### src/rtl/wpbc_pkg.sv
// wpbc_pkg: shared constants, register map and configuration struct for the
// windowed pid balance controller. No dependencies; every other rtl file
// depends on it.
`default_nettype none

package wpbc_pkg;

   // default field widths of the sample and integral paths
   localparam int DEF_SAMPLE_WIDTH   = 16;
   localparam int DEF_INTEGRAL_WIDTH = 32;

   // fixed widths
   localparam int GAIN_WIDTH  = 11;
   localparam int LIMIT_WIDTH = 16;
   localparam int CMD_WIDTH   = 24;

   // register port geometry: five 32-bit registers at 4-byte spacing
   localparam int CSR_DATA_WIDTH = 32;
   localparam int CSR_ADDR_WIDTH = 5;
   localparam int CSR_INDEX_LSB  = 2;

   typedef enum logic [2:0] {
      REG_GAIN_PROP    = 3'd0,
      REG_GAIN_INTEG   = 3'd1,
      REG_GAIN_DERIV   = 3'd2,
      REG_TARGET_PITCH = 3'd3,
      REG_ERROR_LIMIT  = 3'd4
   } reg_index_type;

   // reset values; the error limit is about 1.50781 rad in Q4.12
   localparam logic [GAIN_WIDTH-1:0]  RST_GAIN_PROP   = 11'h7EC;  // -20
   localparam logic [GAIN_WIDTH-1:0]  RST_GAIN_INTEG  = 11'h7FB;  // -5
   localparam logic [GAIN_WIDTH-1:0]  RST_GAIN_DERIV  = 11'h7FF;  // -1
   localparam logic [LIMIT_WIDTH-1:0] RST_ERROR_LIMIT = 16'd6176;

   // gains and window bound, as seen by the datapath
   typedef struct packed {
      logic [GAIN_WIDTH-1:0]  gain_prop;
      logic [GAIN_WIDTH-1:0]  gain_integ;
      logic [GAIN_WIDTH-1:0]  gain_deriv;
      logic [LIMIT_WIDTH-1:0] error_limit;
   } cfg_type;

endpackage

`default_nettype wire

### src/rtl/wpbc_req_if.sv
// wpbc_req_if: valid/ready channel carrying one pitch sample per beat.
// Depends on wpbc_pkg for the default sample width.
`default_nettype none

interface wpbc_req_if #(
   parameter int SAMPLE_WIDTH = wpbc_pkg::DEF_SAMPLE_WIDTH
);
   logic                           valid;
   logic                           ready;
   logic signed [SAMPLE_WIDTH-1:0] pitch_sample;

   modport source (output valid, output pitch_sample, input ready);
   modport sink   (input valid, input pitch_sample, output ready);
endinterface

`default_nettype wire

### src/rtl/wpbc_rsp_if.sv
// wpbc_rsp_if: valid/ready channel carrying one speed command per beat.
// Depends on wpbc_pkg for the command width.
`default_nettype none

interface wpbc_rsp_if;
   import wpbc_pkg::*;

   logic                        valid;
   logic                        ready;
   logic signed [CMD_WIDTH-1:0] speed_command;
   logic                        correcting;

   modport source (output valid, output speed_command, output correcting, input ready);
   modport sink   (input valid, input speed_command, input correcting, output ready);
endinterface

`default_nettype wire

### src/rtl/wpbc_csr.sv
// wpbc_csr: APB-style register file for gains, target pitch and error limit.
// Depends on wpbc_pkg for the register map, reset values and cfg_type.
`default_nettype none

module wpbc_csr #(
   parameter int SAMPLE_WIDTH = wpbc_pkg::DEF_SAMPLE_WIDTH
) (
   input  logic                                clock,
   input  logic                                reset,
   input  logic                                csr_psel,
   input  logic                                csr_penable,
   input  logic                                csr_pwrite,
   input  logic [wpbc_pkg::CSR_ADDR_WIDTH-1:0] csr_paddr,
   input  logic [wpbc_pkg::CSR_DATA_WIDTH-1:0] csr_pwdata,
   output logic [wpbc_pkg::CSR_DATA_WIDTH-1:0] csr_prdata,
   output logic                                csr_pready,
   output wpbc_pkg::cfg_type                   cfg,
   output logic signed [SAMPLE_WIDTH-1:0]      target_pitch
);
   import wpbc_pkg::*;

   cfg_type                  cfg_ff;
   cfg_type                  cfg_in;
   logic [SAMPLE_WIDTH-1:0]  target_ff;
   logic [SAMPLE_WIDTH-1:0]  target_in;
   logic                     wr_en;
   reg_index_type            index;

   assign csr_pready = 1'b1;
   assign wr_en      = csr_psel && csr_penable && csr_pwrite;
   assign index      = reg_index_type'(csr_paddr[CSR_INDEX_LSB +: 3]);

   // write decode; addresses past the last register are dropped
   always_comb begin
      cfg_in    = cfg_ff;
      target_in = target_ff;
      if (wr_en) begin
         unique case (index)
            REG_GAIN_PROP:    cfg_in.gain_prop   = csr_pwdata[GAIN_WIDTH-1:0];
            REG_GAIN_INTEG:   cfg_in.gain_integ  = csr_pwdata[GAIN_WIDTH-1:0];
            REG_GAIN_DERIV:   cfg_in.gain_deriv  = csr_pwdata[GAIN_WIDTH-1:0];
            REG_TARGET_PITCH: target_in          = csr_pwdata[SAMPLE_WIDTH-1:0];
            REG_ERROR_LIMIT:  cfg_in.error_limit = csr_pwdata[LIMIT_WIDTH-1:0];
            default: ;
         endcase
      end
   end

   always_ff @(posedge clock) begin
      if (reset) begin
         cfg_ff.gain_prop   <= RST_GAIN_PROP;
         cfg_ff.gain_integ  <= RST_GAIN_INTEG;
         cfg_ff.gain_deriv  <= RST_GAIN_DERIV;
         cfg_ff.error_limit <= RST_ERROR_LIMIT;
         target_ff          <= '0;
      end else begin
         cfg_ff    <= cfg_in;
         target_ff <= target_in;
      end
   end

   // read mux, signed registers sign-extended to the bus
   always_comb begin
      unique case (index)
         REG_GAIN_PROP:    csr_prdata = CSR_DATA_WIDTH'($signed(cfg_ff.gain_prop));
         REG_GAIN_INTEG:   csr_prdata = CSR_DATA_WIDTH'($signed(cfg_ff.gain_integ));
         REG_GAIN_DERIV:   csr_prdata = CSR_DATA_WIDTH'($signed(cfg_ff.gain_deriv));
         REG_TARGET_PITCH: csr_prdata = CSR_DATA_WIDTH'($signed(target_ff));
         REG_ERROR_LIMIT:  csr_prdata = CSR_DATA_WIDTH'(cfg_ff.error_limit);
         default:          csr_prdata = '0;
      endcase
   end

   assign cfg          = cfg_ff;
   assign target_pitch = $signed(target_ff);

endmodule

`default_nettype wire

### src/rtl/wpbc_error_stage.sv
// wpbc_error_stage: error, saturating integral, difference and window test.
// Holds the controller state; depends on wpbc_pkg for the limit width.
`default_nettype none

module wpbc_error_stage #(
   parameter int SAMPLE_WIDTH   = wpbc_pkg::DEF_SAMPLE_WIDTH,
   parameter int INTEGRAL_WIDTH = wpbc_pkg::DEF_INTEGRAL_WIDTH
) (
   input  logic                                   clock,
   input  logic                                   reset,
   input  logic                                   load,
   input  logic signed [SAMPLE_WIDTH-1:0]         pitch_sample,
   input  logic signed [SAMPLE_WIDTH-1:0]         target_pitch,
   input  logic [wpbc_pkg::LIMIT_WIDTH-1:0]       error_limit,
   output logic signed [SAMPLE_WIDTH:0]           error_out,
   output logic signed [INTEGRAL_WIDTH-1:0]       integral_out,
   output logic signed [SAMPLE_WIDTH+1:0]         diff_out,
   output logic                                   active_out
);
   import wpbc_pkg::*;

   localparam int EW = SAMPLE_WIDTH + 1;
   localparam int DW = SAMPLE_WIDTH + 2;
   localparam int AW = ((INTEGRAL_WIDTH > EW) ? INTEGRAL_WIDTH : EW) + 1;
   localparam int CW = (EW > LIMIT_WIDTH) ? EW : LIMIT_WIDTH;
   localparam logic signed [AW-1:0] IMAX =
      {{(AW-INTEGRAL_WIDTH+1){1'b0}}, {(INTEGRAL_WIDTH-1){1'b1}}};
   localparam logic signed [AW-1:0] IMIN = ~IMAX;

   logic signed [INTEGRAL_WIDTH-1:0] integral_ff;
   logic signed [INTEGRAL_WIDTH-1:0] integral_in;
   logic signed [EW-1:0]             prev_error_ff;
   logic signed [DW-1:0]             diff_ff;
   logic signed [DW-1:0]             diff_in;
   logic                             active_ff;
   logic                             active_in;
   logic signed [EW-1:0]             error;
   logic signed [AW-1:0]             integral_sum;
   logic [EW-1:0]                    magnitude;

   // error is one bit wider than the sample, so it never wraps
   assign error = EW'(target_pitch) - EW'(pitch_sample);

   // saturating accumulate
   assign integral_sum = AW'(integral_ff) + AW'(error);
   always_comb begin
      if (integral_sum > IMAX) begin
         integral_in = IMAX[INTEGRAL_WIDTH-1:0];
      end else if (integral_sum < IMIN) begin
         integral_in = IMIN[INTEGRAL_WIDTH-1:0];
      end else begin
         integral_in = integral_sum[INTEGRAL_WIDTH-1:0];
      end
   end

   assign diff_in = DW'(error) - DW'(prev_error_ff);

   // window: 0 < |error| < limit
   assign magnitude = error[EW-1] ? EW'(-error) : EW'(error);
   assign active_in = (magnitude != '0) && (CW'(magnitude) < CW'(error_limit));

   // controller state
   always_ff @(posedge clock) begin
      if (reset) begin
         integral_ff   <= '0;
         prev_error_ff <= '0;
      end else if (load) begin
         integral_ff   <= integral_in;
         prev_error_ff <= error;
      end
   end

   // per-item terms for the product stage
   always_ff @(posedge clock) begin
      if (load) begin
         diff_ff   <= diff_in;
         active_ff <= active_in;
      end
   end

   assign error_out    = prev_error_ff;
   assign integral_out = integral_ff;
   assign diff_out     = diff_ff;
   assign active_out   = active_ff;

endmodule

`default_nettype wire

### src/rtl/wpbc_mix.sv
// wpbc_mix: three gain products, sum, 24-bit saturation and window gating.
// Depends on wpbc_pkg for gain and command widths and cfg_type.
`default_nettype none

module wpbc_mix #(
   parameter int SAMPLE_WIDTH   = wpbc_pkg::DEF_SAMPLE_WIDTH,
   parameter int INTEGRAL_WIDTH = wpbc_pkg::DEF_INTEGRAL_WIDTH
) (
   input  wpbc_pkg::cfg_type                        cfg,
   input  logic signed [SAMPLE_WIDTH:0]             error,
   input  logic signed [INTEGRAL_WIDTH-1:0]         integral,
   input  logic signed [SAMPLE_WIDTH+1:0]           diff,
   input  logic                                     active,
   output logic signed [wpbc_pkg::CMD_WIDTH-1:0]    speed_command
);
   import wpbc_pkg::*;

   localparam int EW   = SAMPLE_WIDTH + 1;
   localparam int DW   = SAMPLE_WIDTH + 2;
   localparam int PW   = GAIN_WIDTH + ((INTEGRAL_WIDTH > DW) ? INTEGRAL_WIDTH : DW);
   localparam int SUMW = PW + 2;
   localparam logic signed [SUMW-1:0] CMAX =
      {{(SUMW-CMD_WIDTH+1){1'b0}}, {(CMD_WIDTH-1){1'b1}}};
   localparam logic signed [SUMW-1:0] CMIN = ~CMAX;

   logic signed [GAIN_WIDTH+EW-1:0]             prod_prop;
   logic signed [GAIN_WIDTH+INTEGRAL_WIDTH-1:0] prod_integ;
   logic signed [GAIN_WIDTH+DW-1:0]             prod_deriv;
   logic signed [SUMW-1:0]                      sum;
   logic signed [CMD_WIDTH-1:0]                 sat;

   // three independent products
   assign prod_prop  = $signed(cfg.gain_prop)  * error;
   assign prod_integ = $signed(cfg.gain_integ) * integral;
   assign prod_deriv = $signed(cfg.gain_deriv) * diff;

   assign sum = SUMW'(prod_prop) + SUMW'(prod_integ) + SUMW'(prod_deriv);

   // clamp to the command range
   always_comb begin
      if (sum > CMAX) begin
         sat = CMAX[CMD_WIDTH-1:0];
      end else if (sum < CMIN) begin
         sat = CMIN[CMD_WIDTH-1:0];
      end else begin
         sat = sum[CMD_WIDTH-1:0];
      end
   end

   assign speed_command = active ? sat : '0;

endmodule

`default_nettype wire

### src/rtl/windowed_pid_balance_controller_unit.sv
// windowed_pid_balance_controller_unit: top level of the windowed pid controller.
// Depends on wpbc_pkg, wpbc_req_if, wpbc_rsp_if, wpbc_csr, wpbc_error_stage and wpbc_mix.
//
//   port       dir   width         carries
//   req_chan   in    SAMPLE_WIDTH  pitch_sample, one per beat
//   rsp_chan   out   24 + 1        speed_command, correcting, one per beat
//   csr_*      in    32            apb-style register writes and reads
//
// one beat per cycle sustained while rsp_chan is ready; a result is offered once its sample has passed
// the input register, the error/integral register and the result register; the product stage sets
// the longest path.
// reset clears the integral, previous error, all valid flags and loads register defaults.
// each stage has its own ready, so samples keep entering while a result waits on rsp_chan, until every stage is full.
`default_nettype none

module windowed_pid_balance_controller_unit #(
   parameter int SAMPLE_WIDTH   = wpbc_pkg::DEF_SAMPLE_WIDTH,
   parameter int INTEGRAL_WIDTH = wpbc_pkg::DEF_INTEGRAL_WIDTH
) (
   input  logic                                clock,
   input  logic                                reset,
   wpbc_req_if.sink                            req_chan,
   wpbc_rsp_if.source                          rsp_chan,
   input  logic                                csr_psel,
   input  logic                                csr_penable,
   input  logic                                csr_pwrite,
   input  logic [wpbc_pkg::CSR_ADDR_WIDTH-1:0] csr_paddr,
   input  logic [wpbc_pkg::CSR_DATA_WIDTH-1:0] csr_pwdata,
   output logic [wpbc_pkg::CSR_DATA_WIDTH-1:0] csr_prdata,
   output logic                                csr_pready
);
   import wpbc_pkg::*;

   cfg_type                          cfg;
   logic signed [SAMPLE_WIDTH-1:0]   target_pitch;
   logic signed [SAMPLE_WIDTH-1:0]   pitch_ff;
   logic signed [SAMPLE_WIDTH:0]     error;
   logic signed [INTEGRAL_WIDTH-1:0] integral;
   logic signed [SAMPLE_WIDTH+1:0]   diff;
   logic                             active;
   logic signed [CMD_WIDTH-1:0]      cmd_in;
   logic signed [CMD_WIDTH-1:0]      cmd_ff;
   logic                             corr_ff;
   logic                             in_valid_ff;
   logic                             in_valid_in;
   logic                             mid_valid_ff;
   logic                             mid_valid_in;
   logic                             out_valid_ff;
   logic                             out_valid_in;
   logic                             out_ready;
   logic                             mid_ready;
   logic                             in_ready;
   logic                             take;
   logic                             move_in;
   logic                             move_mid;

   wpbc_csr #(
      .SAMPLE_WIDTH (SAMPLE_WIDTH)
   ) u_csr (
      .clock        (clock),
      .reset        (reset),
      .csr_psel     (csr_psel),
      .csr_penable  (csr_penable),
      .csr_pwrite   (csr_pwrite),
      .csr_paddr    (csr_paddr),
      .csr_pwdata   (csr_pwdata),
      .csr_prdata   (csr_prdata),
      .csr_pready   (csr_pready),
      .cfg          (cfg),
      .target_pitch (target_pitch)
   );

   // per-stage flow control
   assign out_ready = !out_valid_ff || rsp_chan.ready;
   assign mid_ready = !mid_valid_ff || out_ready;
   assign in_ready  = !in_valid_ff || mid_ready;
   assign take      = req_chan.valid && in_ready;
   assign move_in   = in_valid_ff && mid_ready;
   assign move_mid  = mid_valid_ff && out_ready;

   assign req_chan.ready = in_ready;

   always_comb begin
      in_valid_in  = take ? 1'b1 : (move_in ? 1'b0 : in_valid_ff);
      mid_valid_in = move_in ? 1'b1 : (move_mid ? 1'b0 : mid_valid_ff);
      out_valid_in = move_mid ? 1'b1 : (rsp_chan.ready ? 1'b0 : out_valid_ff);
   end

   always_ff @(posedge clock) begin
      if (reset) begin
         in_valid_ff  <= 1'b0;
         mid_valid_ff <= 1'b0;
         out_valid_ff <= 1'b0;
      end else begin
         in_valid_ff  <= in_valid_in;
         mid_valid_ff <= mid_valid_in;
         out_valid_ff <= out_valid_in;
      end
   end

   // input register
   always_ff @(posedge clock) begin
      if (take) begin
         pitch_ff <= req_chan.pitch_sample;
      end
   end

   wpbc_error_stage #(
      .SAMPLE_WIDTH   (SAMPLE_WIDTH),
      .INTEGRAL_WIDTH (INTEGRAL_WIDTH)
   ) u_error_stage (
      .clock        (clock),
      .reset        (reset),
      .load         (move_in),
      .pitch_sample (pitch_ff),
      .target_pitch (target_pitch),
      .error_limit  (cfg.error_limit),
      .error_out    (error),
      .integral_out (integral),
      .diff_out     (diff),
      .active_out   (active)
   );

   wpbc_mix #(
      .SAMPLE_WIDTH   (SAMPLE_WIDTH),
      .INTEGRAL_WIDTH (INTEGRAL_WIDTH)
   ) u_mix (
      .cfg           (cfg),
      .error         (error),
      .integral      (integral),
      .diff          (diff),
      .active        (active),
      .speed_command (cmd_in)
   );

   // result register
   always_ff @(posedge clock) begin
      if (move_mid) begin
         cmd_ff  <= cmd_in;
         corr_ff <= active;
      end
   end

   assign rsp_chan.valid         = out_valid_ff;
   assign rsp_chan.speed_command = cmd_ff;
   assign rsp_chan.correcting    = corr_ff;

   // a result outside the window carries a zero command
   a_closed_window_zero: assert property (@(posedge clock) disable iff (reset)
      rsp_chan.valid && !rsp_chan.correcting |-> rsp_chan.speed_command == '0)
      else $error("nonzero command outside the window");

   // a full, stalled pipeline takes no sample
   a_full_no_take: assert property (@(posedge clock) disable iff (reset)
      in_valid_ff && mid_valid_ff && out_valid_ff && !rsp_chan.ready |-> !req_chan.ready)
      else $error("sample taken while pipeline full");

   // a taken sample sits in the input register next cycle
   a_take_lands: assert property (@(posedge clock) disable iff (reset)
      req_chan.valid && req_chan.ready |=> in_valid_ff)
      else $error("taken sample lost");

   // the result register is held while the beat is stalled
   a_result_held: assert property (@(posedge clock) disable iff (reset)
      out_valid_ff && !rsp_chan.ready |=> out_valid_ff && $stable(cmd_ff))
      else $error("stalled result changed");

endmodule

`default_nettype wire

### src/flat_wrapper.sv
// flat-port wrapper written by rule: the top's interface ports become plain ports
module windowed_pid_balance_controller_unit_flat import wpbc_pkg::*;
#(
   parameter int SAMPLE_WIDTH   = wpbc_pkg::DEF_SAMPLE_WIDTH,
   parameter int INTEGRAL_WIDTH = wpbc_pkg::DEF_INTEGRAL_WIDTH
)
  (clock, reset, csr_psel, csr_penable, csr_pwrite, csr_paddr, csr_pwdata, csr_prdata, csr_pready, req_chan_valid, req_chan_pitch_sample, req_chan_ready, rsp_chan_valid, rsp_chan_speed_command, rsp_chan_correcting, rsp_chan_ready);
  wpbc_req_if #(.SAMPLE_WIDTH(SAMPLE_WIDTH)) req_chan_i ();
  wpbc_rsp_if rsp_chan_i ();
  input  logic clock;
  input  logic reset;
  input  logic csr_psel;
  input  logic csr_penable;
  input  logic csr_pwrite;
  input  logic [wpbc_pkg::CSR_ADDR_WIDTH-1:0] csr_paddr;
  input  logic [wpbc_pkg::CSR_DATA_WIDTH-1:0] csr_pwdata;
  output logic [wpbc_pkg::CSR_DATA_WIDTH-1:0] csr_prdata;
  output logic csr_pready;
  input wire logic [$bits(req_chan_i.valid)-1:0] req_chan_valid;
  input wire logic [$bits(req_chan_i.pitch_sample)-1:0] req_chan_pitch_sample;
  output wire logic [$bits(req_chan_i.ready)-1:0] req_chan_ready;
  output wire logic [$bits(rsp_chan_i.valid)-1:0] rsp_chan_valid;
  output wire logic [$bits(rsp_chan_i.speed_command)-1:0] rsp_chan_speed_command;
  output wire logic [$bits(rsp_chan_i.correcting)-1:0] rsp_chan_correcting;
  input wire logic [$bits(rsp_chan_i.ready)-1:0] rsp_chan_ready;
  assign req_chan_i.valid = req_chan_valid;
  assign req_chan_i.pitch_sample = req_chan_pitch_sample;
  assign req_chan_ready = req_chan_i.ready;
  assign rsp_chan_valid = rsp_chan_i.valid;
  assign rsp_chan_speed_command = rsp_chan_i.speed_command;
  assign rsp_chan_correcting = rsp_chan_i.correcting;
  assign rsp_chan_i.ready = rsp_chan_ready;
  windowed_pid_balance_controller_unit #(.SAMPLE_WIDTH(SAMPLE_WIDTH), .INTEGRAL_WIDTH(INTEGRAL_WIDTH)) u_core (.clock(clock), .reset(reset), .req_chan(req_chan_i), .rsp_chan(rsp_chan_i), .csr_psel(csr_psel), .csr_penable(csr_penable), .csr_pwrite(csr_pwrite), .csr_paddr(csr_paddr), .csr_pwdata(csr_pwdata), .csr_prdata(csr_prdata), .csr_pready(csr_pready));
endmodule
### config.mk
export PLATFORM = sky130hd
export DESIGN_NAME = windowed_pid_balance_controller_unit_flat
export DESIGN_NICKNAME = d
export VERILOG_FILES = /design/src/rtl/wpbc_pkg.sv /design/src/rtl/wpbc_req_if.sv /design/src/rtl/wpbc_rsp_if.sv /design/src/rtl/wpbc_csr.sv /design/src/rtl/wpbc_error_stage.sv /design/src/rtl/wpbc_mix.sv /design/src/rtl/windowed_pid_balance_controller_unit.sv /design/src/flat_wrapper.sv
export SDC_FILE = /design/constraint.sdc
export NUM_CORES = 2
export LEC_CHECK = 0
export BUFFER_PORTS_ARGS = -buffer_cell sky130_fd_sc_hd__clkbuf_2
export CAP_MARGIN = 20
export CORE_MARGIN = 1.5
export CORE_UTILIZATION = 48
export CTS_CLUSTER_SIZE = 25
export DETAILED_ROUTE_END_ITERATION = 8
export PLACE_DENSITY = 0.61
export SETUP_SLACK_MARGIN = 0.02
export SYNTH_ARGS = -nofsm -noshare
export SYNTH_HDL_FRONTEND = slang
export SYNTH_HIERARCHICAL = 1
export SYNTH_SLANG_ARGS = --single-unit
### constraint.sdc
create_clock -name clock -period 16.3 [get_ports clock]
set_clock_uncertainty 0.1 [all_clocks]
set_input_delay 2.445 -clock clock [delete_from_list [all_inputs] [get_ports clock]]
set_output_delay 2.445 -clock clock [all_outputs]
set_load 0.05 [all_outputs]
[After elaboration in Yosys (flattened, before gate mapping)]
Cells that the tools add are included.
Widths: inputs -> output; s select.
Word-level totals
  flip-flop bits (word level): 177
  logic and storage cells: 70
  output and inout port bits: 60
Operators by class
  eq/ne operators: 4
  multiply operators: 3
  reductions and logical operators: 23
  order comparisons: 5
  bitwise operators: 1
  muxes and demuxes: 12
  add/subtract/negate cells: 6
Operators by type and width (number)
  $pmux 32 s5: 1
  $mux 32: 2
  $add 44x29->45: 1
  $gt 45x24->1 const B: 1
  $lt 45x24->1 const B: 1
  $add 28x43->44: 1
  $mul 11x32->43: 1
  $add 32x17->33: 1
  $gt 33x32->1 const B: 1
  $lt 33x32->1 const B: 1
  $mul 11x18->29: 1
  $mul 11x17->28: 1
  $mux 24: 1
  $mux 23: 1
  $sub 17x17->18: 1
  $lt 17x16->1: 1
  $mux 17: 1
  $neg 17->17: 1
  $reduce_bool 17->1: 1
  $sub 16x16->17: 1
  $reduce_and 2->1: 5
  $eq 3x2->1 const B: 2
  $logic_and 1x1->1: 6
  $mux 1: 6
  8 further kinds: 14

[Longest topological paths before layout]
  word-level depth: 6
  gate-level depth with buffers: 31
  mapped depth without buffers: 28

[Modules after synthesis]
The synthesis kept the hierarchy.
By module, submodules not included
  wpbc_mix: cells each 3164, area each 29091.7 um2, sequential area each 0.0 um2, instances 1
  wpbc_error_stage: cells each 863, area each 6915.4 um2, sequential area each 1551.5 um2, instances 1
  wpbc_csr: cells each 338, area each 3284.4 um2, sequential area each 1301.2 um2, instances 1
  windowed_pid_balance_controller_unit: cells each 56, area each 1365.1 um2, sequential area each 1291.2 um2, instances 1

[Least setup slack after synthesis]
OpenSTA, ideal clock, no wires.
  path type: register to register
  start point: register u_core.u_csr.cfg_ff, in the netlist u_core/u_csr/cfg[38]
  end point: register u_core.cmd_ff[10], in the netlist u_core/rsp_chan.speed_command[10], data pin
  stages on the path, launching flop included: 30
  data arrival time: 8350 ps
  setup slack: 7594 ps
  library setup time: 256 ps
  path through: dfxtp_1 > clkbuf_1 > nand2_1 > inv_1 > fa_1 > fa_1 > inv_1 > fa_1 > inv_1 > fa_1 > inv_1 > fa_1 > inv_1 > fa_1 > inv_1 > fa_1 > fa_1 > inv_1 > ha_1 > a21oi_1 > o21ai_0 > a311o_1 > a21o_1 > nor3_1 > o221ai_2 > nor4_2 > nand4_1 > o311ai_4 > buf_6 > o21ai_2
Between the ends
  longest elaborated chain between the ends: 6
Ends and longest elaborated chain
  start, declared: RTL line wpbc_csr.sv:22  | cfg_type cfg_ff;
  start signal, assigned: RTL line wpbc_csr.sv:57  | cfg_ff <= cfg_in;
  $mul 11x17->28 (*): RTL line wpbc_mix.sv:33  | assign prod_prop = $signed(cfg.gain_prop) * error;
  $add 28x43->44 (*): RTL line wpbc_mix.sv:37  | assign sum = SUMW'(prod_prop) + SUMW'(prod_integ) + SUMW'(prod_deriv);
  $add 44x29->45 (*): RTL line wpbc_mix.sv:37
  $lt 45x24->1: RTL line wpbc_mix.sv:43  | end else if (sum < CMIN) begin
  $mux 24: RTL line wpbc_mix.sv:43
  $mux 23 (*): RTL line wpbc_mix.sv:41  | if (sum > CMAX) begin
  end signal, assigned: RTL line windowed_pid_balance_controller_unit.sv:139  | cmd_ff <= cmd_in;
  end, declared: RTL line windowed_pid_balance_controller_unit.sv:42  | logic signed [CMD_WIDTH-1:0] cmd_ff;
Mark *: on every way between the ends. The rest lies on a longest branch, timed or not.
A chain may end at the register's enable or synchronous reset.

[Final worst setup path]
  start point: register u_core.u_csr.cfg_ff, in the netlist u_core/u_csr/cfg[38]
  end point: register u_core.cmd_ff[1], in the netlist u_core/rsp_chan.speed_command[1], data pin
The elaborated chain is that of the path after synthesis.

==> impl_metrics.yaml <==
outcome:
  outcome: "completed"
worst_setup_path:
  cpMostUsedCell: "fa_1"
  rr_endpoint: "u_core/rsp_chan.speed_command[1]"
  r2r_start: "u_core/u_csr/cfg[38]"
  path_class: "flip-flop to flip-flop"
  worstSetupStartpointType: "flip-flop"
  worstPathMaxFanout: 23
  arrival_ns: 10.65
  reg2regPathDepth: 28
  cp_data_required_time_ns: 16.42
  crit_slowest_cell: "fa_1"
  r2r_slack_ns: 5.77
  max_stage_delay_ns: 0.94
  end_kind: "flip-flop"
cells_and_area:
  area_delta_synth_final_pct: 4.53
  fin_nets: 5505
  layout-drive-gt1-share_pct: 6.13
  n_fill_cell: 7900
floorplan:
  io_pins: 120
  core_area_um2: 83700
  start_util_pct: 48.6
  die_w_um: 294
  rows: 106
  die_h_um: 294
  die_area_um2: 86500
sta:
  fmax_mhz: 95.0
  setup_viol: 0
  fin_tns_setup_ns: 0
  drv_slew: 0
  fin_crit_ns: 10.53
  maxSlewHeadroom_pct: 21.4
  hold_violations: 0
  rsz0062_at_grt: "no"
  timing.final.crit_share_pct: 64.6
  worst_pin_slew_ns: 1.18
yosys:
  synth.largest_area_cell: "fa_1"
  synth_area_per_cell_um2: 9.20
  synthTopCellsByArea: "fa_1 42%, inv_1 8.9%, ha_1 7.3%"
  synth-edff-count: 60
  yosys_warnings: 6
  synth_nets: 5570
  netlist_area_um2: 40700
  synth_top_area_share_pct: 42.0
  ys_async_sr_fraction_pct: 0
  ys_types: 114
  synth-seq-cells: 177
  synth_top_flop_cell: "dfxtp_1"
  synthCells: 4421
  ys_seq_area_share_pct: 10.2
worst_hold_path:
  min_from: "u_core/in_valid_ff"
  holdPathStages: 2
  min_path_type: "flip-flop to flip-flop"
  whs_endpoint: "u_core/mid_valid_ff"
routing:
  routed_via_density: 5.33
  first_iter_violations: 1951
  wl_per_cell_um: 20.3
  num_vias: 29300
  remaining_drc_errors: 0
  routed_wirelength_um: 112000
  ant_nets: 0
  drt_first_pass_iters: 7
grt:
  antenna_found_initial: 3
  grt-ovfl-total: 0
  grt_pass1_vias: 31200
  grt_max_degree: 106
  grtUsageTotal_pct: 27.1
  grt_pass1_wl_um: 178000
placement:
  gp_congestion: 0.891
  port_buffers: 100
  hpwl_um: 89000
cts:
  post_cts_resize_count: 0
  cts_buffers: 17
  clockRootBuffer: "clkbuf_16"
  cts.sinks: 177
  clock_path_buffers: 2
  cts_tree: "built"
  clk_pin_slew_ns: 0.08
  cts_setup_buffers: 0
  hold_buffers: 0
  clk_latency_ns: 0.52
  htreeDepth: 4
flow_run:
  maxCapViolations: 0
critical path: cells and delay by family, from the launching register on:
kind | cells | cell delay [ns]
adders and majority gates | 9 | 5.31
AOI/OAI and AO/OA | 8 | 1.99
buffers and inverters | 8 | 1.24
DFF | 1 | 0.91
and+or+nand+nor | 2 | 0.36
xor gates and xnor gates | 1 | 0.29
through the flow:
stage	area, µm²	hold slack, ns	utilization (%)	setup WS (ns)	std cells
after CTS	42500	0.385	50.8	5.80	5502
after floorplan	40700	0.324	-	7.59	4421
final	42500	0.381	50.8	5.77	5505
after global placement	41900	0.362	50.0	5.90	5470
after global routing	42500	0.414	50.8	5.25	5503
after detailed placement	41900	0.373	50.0	5.83	5470
metal layers:
metal / vias up / part of all wire (%) / track usage, % / wire [µm]
met5: - / 0 / 0 / 0
met2: 840 / 47 / 44.5 / 52700
met1: 15000 / 44 / 36.7 / 49300
li1: 13400 / - / - / -
met3: 151 / 5.5 / 3.68 / 6150
met4: 0 / 3.4 / 9.42 / 3840
worst max path at each step:
stage	slack (ns)	endpoint	cells after the start	startpoint
final	5.77	u_core/rsp_chan.speed_command[1]	28	u_core/u_csr/cfg[38]
after detailed placement	5.83	u_core/rsp_chan.speed_command[0]	28	u_core/u_csr/cfg[38]
after floorplan	7.59	u_core/rsp_chan.speed_command[10]	29	u_core/u_csr/cfg[38]
after global routing	5.25	u_core/rsp_chan.speed_command[0]	28	u_core/u_csr/cfg[38]
after global placement	5.90	u_core/rsp_chan.speed_command[2]	28	u_core/u_csr/cfg[38]
after CTS	5.80	u_core/rsp_chan.speed_command[0]	28	u_core/u_csr/cfg[38]
flip-flops by register name (all words and copies together) (netlist names):
register                           flops
u_core/u_csr/target_pitch             16
u_core/u_csr/cfg                      49
u_core/u_error_stage/active_out        1
u_core/in_valid_ff                     1
u_core/rsp_chan.correcting             1
u_core/u_error_stage/error_out        17
u_core/mid_valid_ff                    1
u_core/rsp_chan.speed_command         24
u_core/rsp_chan.valid                  1
u_core/u_error_stage/diff_out         18
u_core/pitch_ff                       16
u_core/u_error_stage/integral_out     32
cells in the final DEF (no fill, tap or decap), types with 5 or more instances in the layout:
cell type,count
a211oi_1,52
a21boi_0,9
a21o_1,37
a21oi_1,105
a21oi_2,8
a221o_1,5
a31oi_1,15
and2_1,303
and3_1,12
buf_4,43
clkbuf_16,18
clkbuf_2,100
dfxtp_1,107
dfxtp_2,10
edfxtp_1,60
fa_1,852
ha_1,237
inv_1,965
maj3_1,31
mux2i_1,102
nand2_1,485
nand2b_1,90
nand3_1,32
nand3b_1,5
nand4_1,24
nor2_1,190
nor2b_1,36
nor3_1,29
o211ai_1,15
o21a_1,16
o21ai_0,67
o21ai_1,18
o21ai_2,23
o21bai_1,10
o22ai_1,11
o31ai_1,6
xnor2_1,66
xor2_1,39
synthesized netlist by cell type, drive strengths merged, types with 36 or more instances:
master  instances
nor2b          36
xor2           40
nand2         488
nor2          190
clkbuf        177
mux2i         102
fa            852
xnor2          66
and2          305
ha            237
a211oi         54
edfxtp         60
a21o           38
nand2b         90
a21oi         114
buf            50
o21ai         109
dfxtp         117
inv           967
cells by family (layout without fill, tap and decap cells):
group | Yosys count | count (layout) | synth area share (%)
other cells | 1 | 3 | 0.00922
fa+ha+maj | 1120 | 1120 | 50.0
simple gates | 1247 | 1247 | 15.1
xor+xnor | 106 | 106 | 2.28
buf+inv | 1194 | 1142 | 11.5
compound gates | 472 | 472 | 8.30
flops | 177 | 177 | 10.2
mux | 104 | 104 | 2.57
cell type report:
| type | instances | area, µm² | share of cell area, % |
|---|---|---|---|
| clock inverters | 13 | 156 | 0.368 |
| multi-input cells | 3050 | 31900 | 75.0 |
| repair buffers | 143 | 823 | 1.94 |
| well taps | 1134 | 1420 | 3.34 |
| clock buffers | 19 | 454 | 1.07 |
| inverters | 967 | 3630 | 8.54 |
| flip-flops and latches | 177 | 4160 | 9.78 |
| diodes | 2 | 5.00 | 0.0118 |
Power is left out: the tool's default activity adds up to more than one toggle a clock period on the data nets, which glitch-free logic cannot reach.
